--- config.mk ---
export PLATFORM = sky130hd
export DESIGN_NAME = sha256_hash_core_unit
export DESIGN_NICKNAME = d
export VERILOG_FILES = /design/src/rtl/core/shc_pkg.sv /design/src/rtl/core/shc_sched.sv /design/src/rtl/core/shc_round.sv /design/src/rtl/core/sha256_hash_core_unit.sv
export VERILOG_INCLUDE_DIRS = /design/src /design/src/rtl/core
export SDC_FILE = /design/constraint.sdc
export NUM_CORES = 2
export LEC_CHECK = 0
export BUFFER_PORTS_ARGS = -buffer_cell sky130_fd_sc_hd__buf_4
export CAP_MARGIN = 20
export CORE_MARGIN = 10
export CORE_UTILIZATION = 50
export CTS_CLUSTER_DIAMETER = 150
export DETAILED_ROUTE_END_ITERATION = 16
export PLACE_DENSITY_LB_ADDON = 0.2
export REMOVE_ABC_BUFFERS = 1
export SLEW_MARGIN = 20
export SYNTH_ARGS = -nofsm -noshare
export SYNTH_HDL_FRONTEND = slang
export SYNTH_SLANG_ARGS = --single-unit
--- constraint.sdc ---
create_clock -name clk_i -period 14.4 [get_ports clk_i]
set_clock_uncertainty 0.05 [all_clocks]
set_input_delay 1.44 -clock clk_i [delete_from_list [all_inputs] [get_ports clk_i]]
set_output_delay 1.44 -clock clk_i [all_outputs]
set_load 0.03 [all_outputs]
--- src/rtl/core/sha256_hash_core_unit_defines.svh ---
// assertion macros for the sha-256 hash core
`ifndef SHA256_HASH_CORE_UNIT_DEFINES_SVH
`define SHA256_HASH_CORE_UNIT_DEFINES_SVH

// consequent must hold in the same cycle as the antecedent
`define SHC_ASSERT_NOW(lbl, clk, rst_n, ante, cons, msg) \
  lbl: assert property (@(posedge clk) disable iff (!rst_n) (ante) |-> (cons)) \
    else $error(msg);

// consequent must hold in the cycle after the antecedent
`define SHC_ASSERT_NEXT(lbl, clk, rst_n, ante, cons, msg) \
  lbl: assert property (@(posedge clk) disable iff (!rst_n) (ante) |=> (cons)) \
    else $error(msg);

`endif

--- src/rtl/core/shc_pkg.sv ---
// shared constants, functions and control types of the sha-256 hash core
package shc_pkg;

  typedef struct packed {
    logic push;
    logic step;
  } sched_ctl_t;

  typedef struct packed {
    logic init;
    logic round;
    logic fold;
    logic emit;
  } round_ctl_t;

  function automatic logic [31:0] init_value(input logic [2:0] idx);
    logic [31:0] v;
    unique case (idx)
      3'd0: v = 32'h6A09E667;
      3'd1: v = 32'hBB67AE85;
      3'd2: v = 32'h3C6EF372;
      3'd3: v = 32'hA54FF53A;
      3'd4: v = 32'h510E527F;
      3'd5: v = 32'h9B05688C;
      3'd6: v = 32'h1F83D9AB;
      default: v = 32'h5BE0CD19;
    endcase
    return v;
  endfunction

  function automatic logic [31:0] round_k(input logic [5:0] idx);
    logic [31:0] k;
    unique case (idx)
      6'd0: k = 32'h428A2F98;  6'd1: k = 32'h71374491;
      6'd2: k = 32'hB5C0FBCF;  6'd3: k = 32'hE9B5DBA5;
      6'd4: k = 32'h3956C25B;  6'd5: k = 32'h59F111F1;
      6'd6: k = 32'h923F82A4;  6'd7: k = 32'hAB1C5ED5;
      6'd8: k = 32'hD807AA98;  6'd9: k = 32'h12835B01;
      6'd10: k = 32'h243185BE; 6'd11: k = 32'h550C7DC3;
      6'd12: k = 32'h72BE5D74; 6'd13: k = 32'h80DEB1FE;
      6'd14: k = 32'h9BDC06A7; 6'd15: k = 32'hC19BF174;
      6'd16: k = 32'hE49B69C1; 6'd17: k = 32'hEFBE4786;
      6'd18: k = 32'h0FC19DC6; 6'd19: k = 32'h240CA1CC;
      6'd20: k = 32'h2DE92C6F; 6'd21: k = 32'h4A7484AA;
      6'd22: k = 32'h5CB0A9DC; 6'd23: k = 32'h76F988DA;
      6'd24: k = 32'h983E5152; 6'd25: k = 32'hA831C66D;
      6'd26: k = 32'hB00327C8; 6'd27: k = 32'hBF597FC7;
      6'd28: k = 32'hC6E00BF3; 6'd29: k = 32'hD5A79147;
      6'd30: k = 32'h06CA6351; 6'd31: k = 32'h14292967;
      6'd32: k = 32'h27B70A85; 6'd33: k = 32'h2E1B2138;
      6'd34: k = 32'h4D2C6DFC; 6'd35: k = 32'h53380D13;
      6'd36: k = 32'h650A7354; 6'd37: k = 32'h766A0ABB;
      6'd38: k = 32'h81C2C92E; 6'd39: k = 32'h92722C85;
      6'd40: k = 32'hA2BFE8A1; 6'd41: k = 32'hA81A664B;
      6'd42: k = 32'hC24B8B70; 6'd43: k = 32'hC76C51A3;
      6'd44: k = 32'hD192E819; 6'd45: k = 32'hD6990624;
      6'd46: k = 32'hF40E3585; 6'd47: k = 32'h106AA070;
      6'd48: k = 32'h19A4C116; 6'd49: k = 32'h1E376C08;
      6'd50: k = 32'h2748774C; 6'd51: k = 32'h34B0BCB5;
      6'd52: k = 32'h391C0CB3; 6'd53: k = 32'h4ED8AA4A;
      6'd54: k = 32'h5B9CCA4F; 6'd55: k = 32'h682E6FF3;
      6'd56: k = 32'h748F82EE; 6'd57: k = 32'h78A5636F;
      6'd58: k = 32'h84C87814; 6'd59: k = 32'h8CC70208;
      6'd60: k = 32'h90BEFFFA; 6'd61: k = 32'hA4506CEB;
      6'd62: k = 32'hBEF9A3F7;
      default: k = 32'hC67178F2;
    endcase
    return k;
  endfunction

  function automatic logic [31:0] big_sigma0(input logic [31:0] x);
    return {x[1:0], x[31:2]} ^ {x[12:0], x[31:13]} ^ {x[21:0], x[31:22]};
  endfunction

  function automatic logic [31:0] big_sigma1(input logic [31:0] x);
    return {x[5:0], x[31:6]} ^ {x[10:0], x[31:11]} ^ {x[24:0], x[31:25]};
  endfunction

  function automatic logic [31:0] small_sigma0(input logic [31:0] x);
    return {x[6:0], x[31:7]} ^ {x[17:0], x[31:18]} ^ {3'b000, x[31:3]};
  endfunction

  function automatic logic [31:0] small_sigma1(input logic [31:0] x);
    return {x[16:0], x[31:17]} ^ {x[18:0], x[31:19]} ^ {10'b0, x[31:10]};
  endfunction

endpackage

--- src/rtl/core/shc_sched.sv ---
// message window shift line with in-place schedule expansion
module shc_sched (
  input  logic                  clk_i,
  input  shc_pkg::sched_ctl_t   ctl_i,
  input  logic [31:0]           word_i,
  output logic [31:0]           wt_o
);

  logic [31:0] win_q [16];
  logic [31:0] expand;
  logic [31:0] shift_in;

  assign expand = shc_pkg::small_sigma1(win_q[14]) + win_q[9]
                + shc_pkg::small_sigma0(win_q[1]) + win_q[0];
  assign shift_in = ctl_i.push ? word_i : expand;
  assign wt_o = win_q[0];

  always_ff @(posedge clk_i) begin
    if (ctl_i.push || ctl_i.step) begin
      for (int i = 0; i < 15; i++) begin
        win_q[i] <= win_q[i+1];
      end
      win_q[15] <= shift_in;
    end
  end

endmodule

--- src/rtl/core/shc_round.sv ---
// working variables, round unit and chaining values
module shc_round (
  input  logic                  clk_i,
  input  logic                  rst_ni,
  input  shc_pkg::round_ctl_t   ctl_i,
  input  logic [31:0]           k_i,
  input  logic [31:0]           wt_i,
  input  logic [2:0]            iv_idx_i,
  output logic [31:0]           chain0_o
);

  logic [31:0] work_q  [8];
  logic [31:0] chain_q [8];
  logic [31:0] t1;
  logic [31:0] t2;
  logic [31:0] choose;
  logic [31:0] major;

  assign choose = (work_q[4] & work_q[5]) ^ (~work_q[4] & work_q[6]);
  assign major  = (work_q[0] & work_q[1]) ^ (work_q[0] & work_q[2])
                ^ (work_q[1] & work_q[2]);
  assign t1 = work_q[7] + shc_pkg::big_sigma1(work_q[4]) + choose + k_i + wt_i;
  assign t2 = shc_pkg::big_sigma0(work_q[0]) + major;
  assign chain0_o = chain_q[0];

  always_ff @(posedge clk_i) begin
    if (ctl_i.init) begin
      for (int i = 0; i < 8; i++) begin
        work_q[i] <= chain_q[i];
      end
    end else if (ctl_i.round) begin
      work_q[7] <= work_q[6];
      work_q[6] <= work_q[5];
      work_q[5] <= work_q[4];
      work_q[4] <= work_q[3] + t1;
      work_q[3] <= work_q[2];
      work_q[2] <= work_q[1];
      work_q[1] <= work_q[0];
      work_q[0] <= t1 + t2;
    end
  end

  always_ff @(posedge clk_i or negedge rst_ni) begin
    if (!rst_ni) begin
      for (int i = 0; i < 8; i++) begin
        chain_q[i] <= shc_pkg::init_value(3'(i));
      end
    end else if (ctl_i.fold) begin
      for (int i = 0; i < 8; i++) begin
        chain_q[i] <= chain_q[i] + work_q[i];
      end
    end else if (ctl_i.emit) begin
      // rotate words out, refill with the initial vector behind them
      for (int i = 0; i < 7; i++) begin
        chain_q[i] <= chain_q[i+1];
      end
      chain_q[7] <= shc_pkg::init_value(iv_idx_i);
    end
  end

endmodule

--- src/rtl/core/sha256_hash_core_unit.sv ---
// top level of the sha-256 hash core: sequencer and stream ports
//
// input stream: one message byte per word; tuser set means the word carries
// no byte, tlast marks the end of the message (a byte with tlast is absorbed
// first). output stream: eight 32-bit digest words, h0 first, tuser holds
// the word position and tlast marks the eighth word.
// bytes are taken one per cycle while the input is ready; the 64th byte of a
// block starts 64 rounds of the single round unit, followed by a fold into the
// chaining values.
// the end of a message feeds 9 to 72 pad and length bytes one per cycle outside
// the rounds, with a pass through the zero state that places no byte before the
// length field, and runs one or two compressions before the digest.
// the input is not ready during rounds, padding or digest output.
// the output holds its word while tready is low; the block returns to
// accepting bytes the cycle after the eighth word is taken.
// reset loads the initial hash values and clears all counters.
`include "sha256_hash_core_unit_defines.svh"

module sha256_hash_core_unit (
  input  logic        clk_i,
  input  logic        rst_ni,
  input  logic        s_axis_tvalid_i,
  output logic        s_axis_tready_o,
  input  logic [7:0]  s_axis_tdata_i,   // [7:0] data_byte
  input  logic        s_axis_tuser_i,   // [0] no_byte
  input  logic        s_axis_tlast_i,   // last_byte
  output logic        m_axis_tvalid_o,
  input  logic        m_axis_tready_i,
  output logic [31:0] m_axis_tdata_o,   // [31:0] digest_word
  output logic [2:0]  m_axis_tuser_o,   // [2:0] word_index
  output logic        m_axis_tlast_o    // last_word
);

  typedef enum logic [6:0] {
    ST_IDLE  = 7'b0000001,
    ST_MARK  = 7'b0000010,
    ST_ZERO  = 7'b0000100,
    ST_LEN   = 7'b0001000,
    ST_ROUND = 7'b0010000,
    ST_FOLD  = 7'b0100000,
    ST_EMIT  = 7'b1000000
  } state_e;

  state_e      state_q, state_d;
  state_e      resume_q, resume_d;
  state_e      after;
  logic [5:0]  pos_q, pos_d;
  logic [23:0] acc_q, acc_d;
  logic [63:0] bits_q, bits_d;
  logic [5:0]  rnd_q, rnd_d;
  logic [2:0]  lcnt_q, lcnt_d;
  logic [2:0]  ocnt_q, ocnt_d;
  logic        in_hs, out_hs;
  logic        feed, place, block_full;
  logic [7:0]  pbyte;

  shc_pkg::sched_ctl_t sched_ctl;
  shc_pkg::round_ctl_t round_ctl;
  logic [31:0]         wt;
  logic [31:0]         chain0;

  assign s_axis_tready_o = (state_q == ST_IDLE);
  assign m_axis_tvalid_o = (state_q == ST_EMIT);
  assign in_hs  = s_axis_tvalid_i && s_axis_tready_o;
  assign out_hs = m_axis_tvalid_o && m_axis_tready_i;

  always_comb begin
    state_d  = state_q;
    resume_d = resume_q;
    after    = state_q;
    feed     = 1'b0;
    place    = 1'b0;
    pbyte    = s_axis_tdata_i;
    pos_d    = pos_q;
    acc_d    = acc_q;
    bits_d   = bits_q;
    rnd_d    = rnd_q;
    lcnt_d   = lcnt_q;
    ocnt_d   = ocnt_q;

    unique case (state_q)
      ST_IDLE: begin
        if (in_hs) begin
          feed  = 1'b1;
          place = !s_axis_tuser_i;
          after = s_axis_tlast_i ? ST_MARK : ST_IDLE;
        end
      end
      ST_MARK: begin
        feed  = 1'b1;
        place = 1'b1;
        pbyte = 8'h80;
        after = ST_ZERO;
      end
      ST_ZERO: begin
        feed  = 1'b1;
        pbyte = 8'h00;
        if (pos_q == 6'd56) begin
          after = ST_LEN;
        end else begin
          place = 1'b1;
          after = ST_ZERO;
        end
      end
      ST_LEN: begin
        feed  = 1'b1;
        place = 1'b1;
        pbyte = bits_q[63:56];
        after = (lcnt_q == 3'd7) ? ST_EMIT : ST_LEN;
      end
      ST_ROUND: begin
        rnd_d = rnd_q + 6'd1;
        if (rnd_q == 6'd63) begin
          state_d = ST_FOLD;
        end
      end
      ST_FOLD: begin
        state_d = resume_q;
      end
      ST_EMIT: begin
        if (out_hs) begin
          ocnt_d = ocnt_q + 3'd1;
          if (ocnt_q == 3'd7) begin
            state_d = ST_IDLE;
          end
        end
      end
      default: begin
        state_d = ST_IDLE;
      end
    endcase

    block_full = place && (pos_q == 6'd63);

    if (feed) begin
      if (block_full) begin
        state_d  = ST_ROUND;
        resume_d = after;
      end else begin
        state_d = after;
      end
    end

    if (place) begin
      pos_d = pos_q + 6'd1;
      acc_d = {acc_q[15:0], pbyte};
      if (state_q == ST_IDLE) begin
        bits_d = bits_q + 64'd8;
      end
      if (state_q == ST_LEN) begin
        bits_d = {bits_q[55:0], 8'h00};
        lcnt_d = lcnt_q + 3'd1;
      end
    end
  end

  always_ff @(posedge clk_i or negedge rst_ni) begin
    if (!rst_ni) begin
      state_q  <= ST_IDLE;
      resume_q <= ST_IDLE;
      pos_q    <= '0;
      bits_q   <= '0;
      rnd_q    <= '0;
      lcnt_q   <= '0;
      ocnt_q   <= '0;
    end else begin
      state_q  <= state_d;
      resume_q <= resume_d;
      pos_q    <= pos_d;
      bits_q   <= bits_d;
      rnd_q    <= rnd_d;
      lcnt_q   <= lcnt_d;
      ocnt_q   <= ocnt_d;
    end
  end

  always_ff @(posedge clk_i) begin
    acc_q <= acc_d;
  end

  assign sched_ctl.push  = place && (pos_q[1:0] == 2'd3);
  assign sched_ctl.step  = (state_q == ST_ROUND);
  assign round_ctl.init  = block_full;
  assign round_ctl.round = (state_q == ST_ROUND);
  assign round_ctl.fold  = (state_q == ST_FOLD);
  assign round_ctl.emit  = out_hs;

  shc_sched u_sched (
    .clk_i  (clk_i),
    .ctl_i  (sched_ctl),
    .word_i ({acc_q, pbyte}),
    .wt_o   (wt)
  );

  shc_round u_round (
    .clk_i    (clk_i),
    .rst_ni   (rst_ni),
    .ctl_i    (round_ctl),
    .k_i      (shc_pkg::round_k(rnd_q)),
    .wt_i     (wt),
    .iv_idx_i (ocnt_q),
    .chain0_o (chain0)
  );

  assign m_axis_tdata_o = chain0;
  assign m_axis_tuser_o = ocnt_q;
  assign m_axis_tlast_o = (ocnt_q == 3'd7);

  `SHC_ASSERT_NOW(a_one_side_open, clk_i, rst_ni, m_axis_tvalid_o, !s_axis_tready_o, "input open during digest output")
  `SHC_ASSERT_NEXT(a_idle_after_digest, clk_i, rst_ni, out_hs && m_axis_tlast_o, s_axis_tready_o, "not ready after final word")
  `SHC_ASSERT_NOW(a_last_is_eighth, clk_i, rst_ni, m_axis_tvalid_o && m_axis_tlast_o, m_axis_tuser_o == 3'd7, "tlast on wrong word")
  `SHC_ASSERT_NOW(a_round_count_idle, clk_i, rst_ni, state_q != ST_ROUND, rnd_q == 6'd0, "round counter left running")

endmodule
### After elaboration in Yosys (flattened, before gate mapping)

Memory sizes are Yosys's and may differ from the RTL's.
Index checks and enable logic that the tools add are counted.

* memories: 3
* output and inout bits: 38
* logic and storage cells: 145
* bits in read-only memories: 2048
* bits in registers: 376
* RAM bits: 768

Memories
* (no name shown): words 64, width 32, rd ports 1, clocked after memory_dff 0, wr ports 0, RTL line shc_pkg.sv:33 `unique case (idx)`
* u_sched.win_q: words 16, width 32, rd ports 16, clocked after memory_dff 0, wr ports 16, RTL line shc_sched.sv:9 `logic [31:0] win_q [16];`
* u_round.work_q: words 8, width 32, rd ports 8, clocked after memory_dff 0, wr ports 8, RTL line shc_round.sv:12 `logic [31:0] work_q [8];`

* add/subtract/negate cells: 23
* reductions and logical operators: 17
* mux-type cells: 38
* bitwise logic cells: 25
* eq/ne operators: 23

Operators by type and width (count)
* 32-bit adder: 18
* 256-bit two-way mux: 2
* 32-bit two-way mux: 9
* 32-bit bitwise XOR: 9
* 32-bit one-hot mux with 7 select lines: 1
* 32-bit AND: 5
* 64-bit two-way mux: 2
* 64-bit by 4-bit adder with 64-bit output, second input constant: 1
* 7-bit one-hot mux with 4 select lines: 2
* 7-bit two-way mux: 7
* 32-bit NOT: 1
* 32-bit by 22-bit bitwise XOR with 32-bit output: 1
* 32-bit by 29-bit bitwise XOR with 32-bit output: 1
* 8-bit one-hot mux with 3 select lines: 1
* 6-bit equality test, second input constant: 3
* 3-bit equality test, second input constant: 5
* 6-bit by 1-bit adder with 6-bit output, second input constant: 2
* 1-bit two-way mux: 10
* 1-bit bitwise OR: 8
* 2-bit AND reduction: 4
* 7-bit by 1-bit equality test with 1-bit output, second input constant: 1
* 7-bit by 2-bit equality test with 1-bit output, second input constant: 1
* 7-bit by 3-bit equality test with 1-bit output, second input constant: 1
* 7-bit by 4-bit equality test with 1-bit output, second input constant: 1
* other kinds (23): 30

### Depth between registers and ports, before layout

* depth in word-level cells: 8
* depth in mapped cells: 39
* depth with buffers taken out: 38

### Hierarchy

Synthesis repeated with hierarchy kept, for this count alone.

* cell total of the unflattened synthesis: 7370
* area, all modules: 74211.2 um2

Modules (own cells, without submodules)
* shc_round: sequential area each 14263.7 um2, instances 1, cells an instance 5006, area an instance 44472.7 um2
* shc_sched: sequential area each 15374.7 um2, instances 1, cells an instance 1218, area an instance 20671.1 um2
* sha256_hash_core_unit: sequential area each 3050.4 um2, instances 1, cells an instance 1146, area an instance 9067.4 um2

### Worst setup path before layout

No wires, ideal clock.

* kind: input to register
* start: input s_axis_tvalid_i
* end: memory u_sched.win_q[0][0], enable pin
* data required time: 10.697 ns
* slack: -0.302 ns
* arrival time: 10.999 ns
* library setup time: 3.653 ns
* path buffers: 0
* stages on the path: 7
* path through: nor2b_1 > and2_1 > nor2_1 > o21a_1 > inv_1 > nand2_1 > nand2_1

RTL lines
* from (decl): RTL line sha256_hash_core_unit.sv:22 `input logic s_axis_tvalid_i,`
* to (decl): RTL line shc_sched.sv:9

==> impl_metrics.json <==
{
  "critical_path_class": "reg -> reg",
  "nets": 7671,
  "h-tree-depth": 4,
  "rsz0062_at_grt": "no",
  "num_io_pins": 52,
  "endpoint_kind": "register",
  "drcViolationCount": 0,
  "hold_class": "reg -> reg",
  "cts-root-buf": "clkbuf_16",
  "cts_buffer_depth": 3,
  "io_buffers": 51,
  "grt_pass1_vias": 52080,
  "path_max_fanout": 18,
  "ctsResizeCount": 0,
  "worstPathRequired_ps": 14870,
  "rows": 139,
  "routed_via_density": 6.096,
  "outcome": "completed",
  "period_needed_ps": 11100,
  "use_met3_pct": 6.126,
  "ys_types": 108,
  "worst_pin_slew_ps": 1096,
  "grt_max_degree": 203,
  "fin_crit_sh_pct": 77.07,
  "grt_antenna_before_repair": 2,
  "ir_worst_vdd_mv": 0.09704,
  "synth_commonest_cells": "nand2_1 (1334), edfxtp_1 (792), o21ai_0 (481)",
  "grt_pass1_wl_um": 336700,
  "grt.busiest_layer": "met1",
  "hold_viol": 0,
  "ys_seq_area_share_pct": 45.52,
  "ctsHoldBuffers": 0,
  "dr.pass1.iters": 8,
  "core_area_um2": 143100,
  "maxCapViolations": 0,
  "critPathSlowestCell": "dfrtp_1",
  "max_slew_margin_pct": 26.16,
  "reg2reg_from": "rnd_q[0]",
  "ys_async_sr_fraction_pct": 30.59,
  "cpLargestDelayFamily": "compound AO/OA/AOI/OAI gates",
  "worstSetupStartpointType": "register",
  "worstRegToRegCells": 35,
  "power.density_nw_per_um2": 125.4,
  "crit_path_end": "u_round.work_q[0][31]",
  "ys.flop_type": "edfxtp_1",
  "final_cells": 9075,
  "ys.warnings.count": 0,
  "die_h_um": 399.0,
  "r2r_setup_slack_ps": 3300,
  "grt.met2_usage_pct": 40.30,
  "first_iter_violations": 6104,
  "overflow": 0,
  "initial_core_util_pct": 50.18,
  "cts_sinks": 1141,
  "cts_tree": "built",
  "die-area_um2": 159200,
  "synth_top_area_share_pct": 33.11,
  "areaGrowthSynthToFinish_pct": 8.920,
  "gp_congestion": 0.9881,
  "grtUsageTotal_pct": 27.80,
  "dp_worst_setup_slack_ps": 3427,
  "synth_area_um2": 71820,
  "clkSlewWorstSetupHoldPaths_ps": 60,
  "setup_viol": 0,
  "p_leak_nw": 32.12,
  "die_x_um": 399.0,
  "setup_ws_ps": 3302,
  "detail-route-antenna-nets": 0,
  "syn_area_per_cell_um2": 10.02,
  "fill_cells": 12540,
  "drive_gt1_share_pct": 8.059,
  "num_vias": 55320,
  "ys_ff_latch": 1141,
  "syn_inst": 7170,
  "post_drt_wl_per_cell_um": 24.84,
  "dp.cells": 8829,
  "clkLatencyLatePin_ps": 810,
  "synth_edf_count": 792,
  "synth_area_leader_cell": "edfxtp_1",
  "synth.area.top_cells": "edfxtp_1 (33%), dfrtp_1 (7.4%), ha_1 (7.0%)",
  "hpwlAfterDp_um": 165700,
  "grt_use_met1_pct": 41.74,
  "antenna_cells": 0,
  "fmax_mhz": 90.11,
  "slew_violations": 0,
  "routed_wl_um": 225400,
  "yosysMostFrequentCell": "nand2_1",
  "r2r-end": "u_round.work_q[0][31]",
  "cts_buffers": 132,
  "worst_ep_arrival_time_ps": 11570,
  "cp_num_cells": 35,
  "critPathMaxStageDelay_ps": 720,
  "crit_buf_inv": 3,
  "cts_setup_buffers": 0,
  "crit_start": "rnd_q[0]"
}
## cell usage in the layout, fill, tap and decap left out, types with 23 or more instances in the layout
cell	netlist	final
xnor2_1	412	412
o21ai_0	481	481
nor3_1	112	112
nor4_1	24	24
o211ai_1	59	59
and2_1	25	23
nand2b_1	63	63
o21a_1	67	67
dfrtp_1	211	208
a211oi_1	66	66
a21o_1	137	137
inv_1	292	292
mux2_2	29	29
nand3_1	124	124
nand2_1	1334	1331
clkbuf_16	0	133
o22ai_1	28	28
nor2_1	386	385
mux2i_1	27	27
xor2_1	193	193
fa_1	195	195
and3_1	67	67
dfstp_2	138	138
a22oi_1	34	34
buf_4	34	108
clkinv_2	0	26
a31oi_1	144	144
or3_1	57	57
ha_1	401	401
edfxtp_1	792	792
nor2b_1	50	49
a21oi_1	400	400
nand4_1	38	38
o21bai_1	45	45
o31ai_1	39	39
clkbuf_1	279	26
## power by group
group          internal [mW]  switching, mW  total (mW)  leakage, nW
combinational          0.933           1.54        2.47         18.7
clock                   1.96           1.49        3.45         2.18
sequential              3.77          0.118        3.89         11.2
total                   6.67           3.14        9.81         32.1
## routing by layer
metal / vias up / share of wire [%] / wire length [µm]
li1: 25290 / - / -
met1: 27340 / 45 / 101700
met2: 2374 / 43 / 96140
met3: 311 / 9.7 / 21810
met4: 0 / 2.6 / 5828
met5: - / 0 / 0
## cell type report
cell class                 count  area (µm²)  area share [%]
multi-input combinational   5375       36590           46.78
tap                         1903        2381           3.044
clock buffer                 170        3577           4.573
inverter                     295        1107           1.416
timing repair buffer         116       944.7           1.208
sequential                  1141       32700           41.80
clock inverter                75       925.9           1.184
## worst min path at each step
stage | start | slack (ps) | end | cells past startpoint
after CTS | u_sched.win_q[1][105] | 350 | u_sched.win_q[1][73] | 0
after detailed placement | u_sched.win_q[0][147] | 350 | u_sched.win_q[0][115] | 0
after global placement | u_sched.win_q[1][64] | 350 | u_sched.win_q[1][32] | 0
final | u_sched.win_q[1][105] | 340 | u_sched.win_q[1][73] | 0
after floorplan | u_sched.win_q[0][132] | 350 | u_sched.win_q[0][100] | 0
after global routing | u_sched.win_q[1][168] | 350 | u_sched.win_q[1][136] | 0
## per-stage QoR
step / utilization (%) / instance area [µm²] / power [mW] / TNS, ps / hold WS [ps]
after global routing: 54.65 / 78230 / 10.24 / 0 / 348.1
final: 54.65 / 78230 / 9.809 / 0 / 344.0
after detailed placement: 51.50 / 73710 / 6.348 / 0 / 354.5
after CTS: 54.64 / 78210 / 9.817 / 0 / 348.4
after global placement: 51.50 / 73710 / 6.326 / 0 / 350.3
after floorplan: - / 70330 / 5.670 / -7367570 / 350.3
## registers in the layout (all words and copies together) (netlist names)
name and flops:
acc_q 24, bits_q 61, lcnt_q 3, m_axis_tuser_o 3, pos_q 6, resume_q 7
rnd_q 6, state_q 7, u_round.chain0_o 32, u_round.chain_q 224, u_round.work_q 256, u_sched.win_q 512
## cells by family (layout without fill, tap and decap cells)
group	after synthesis	count (layout)	synth area share, %
AND/OR/NAND/NOR	2361	2361	14.37
flip-flops	1141	1141	45.52
adder cells (fa/ha/maj)	618	618	12.73
AO/OA/AOI/OAI	1721	1721	15.12
multiplexers	68	68	1.207
buffers and inverters	654	656	3.611
XOR/XNOR	607	607	7.441
Note: power is estimated with default switching activity, not from simulation.
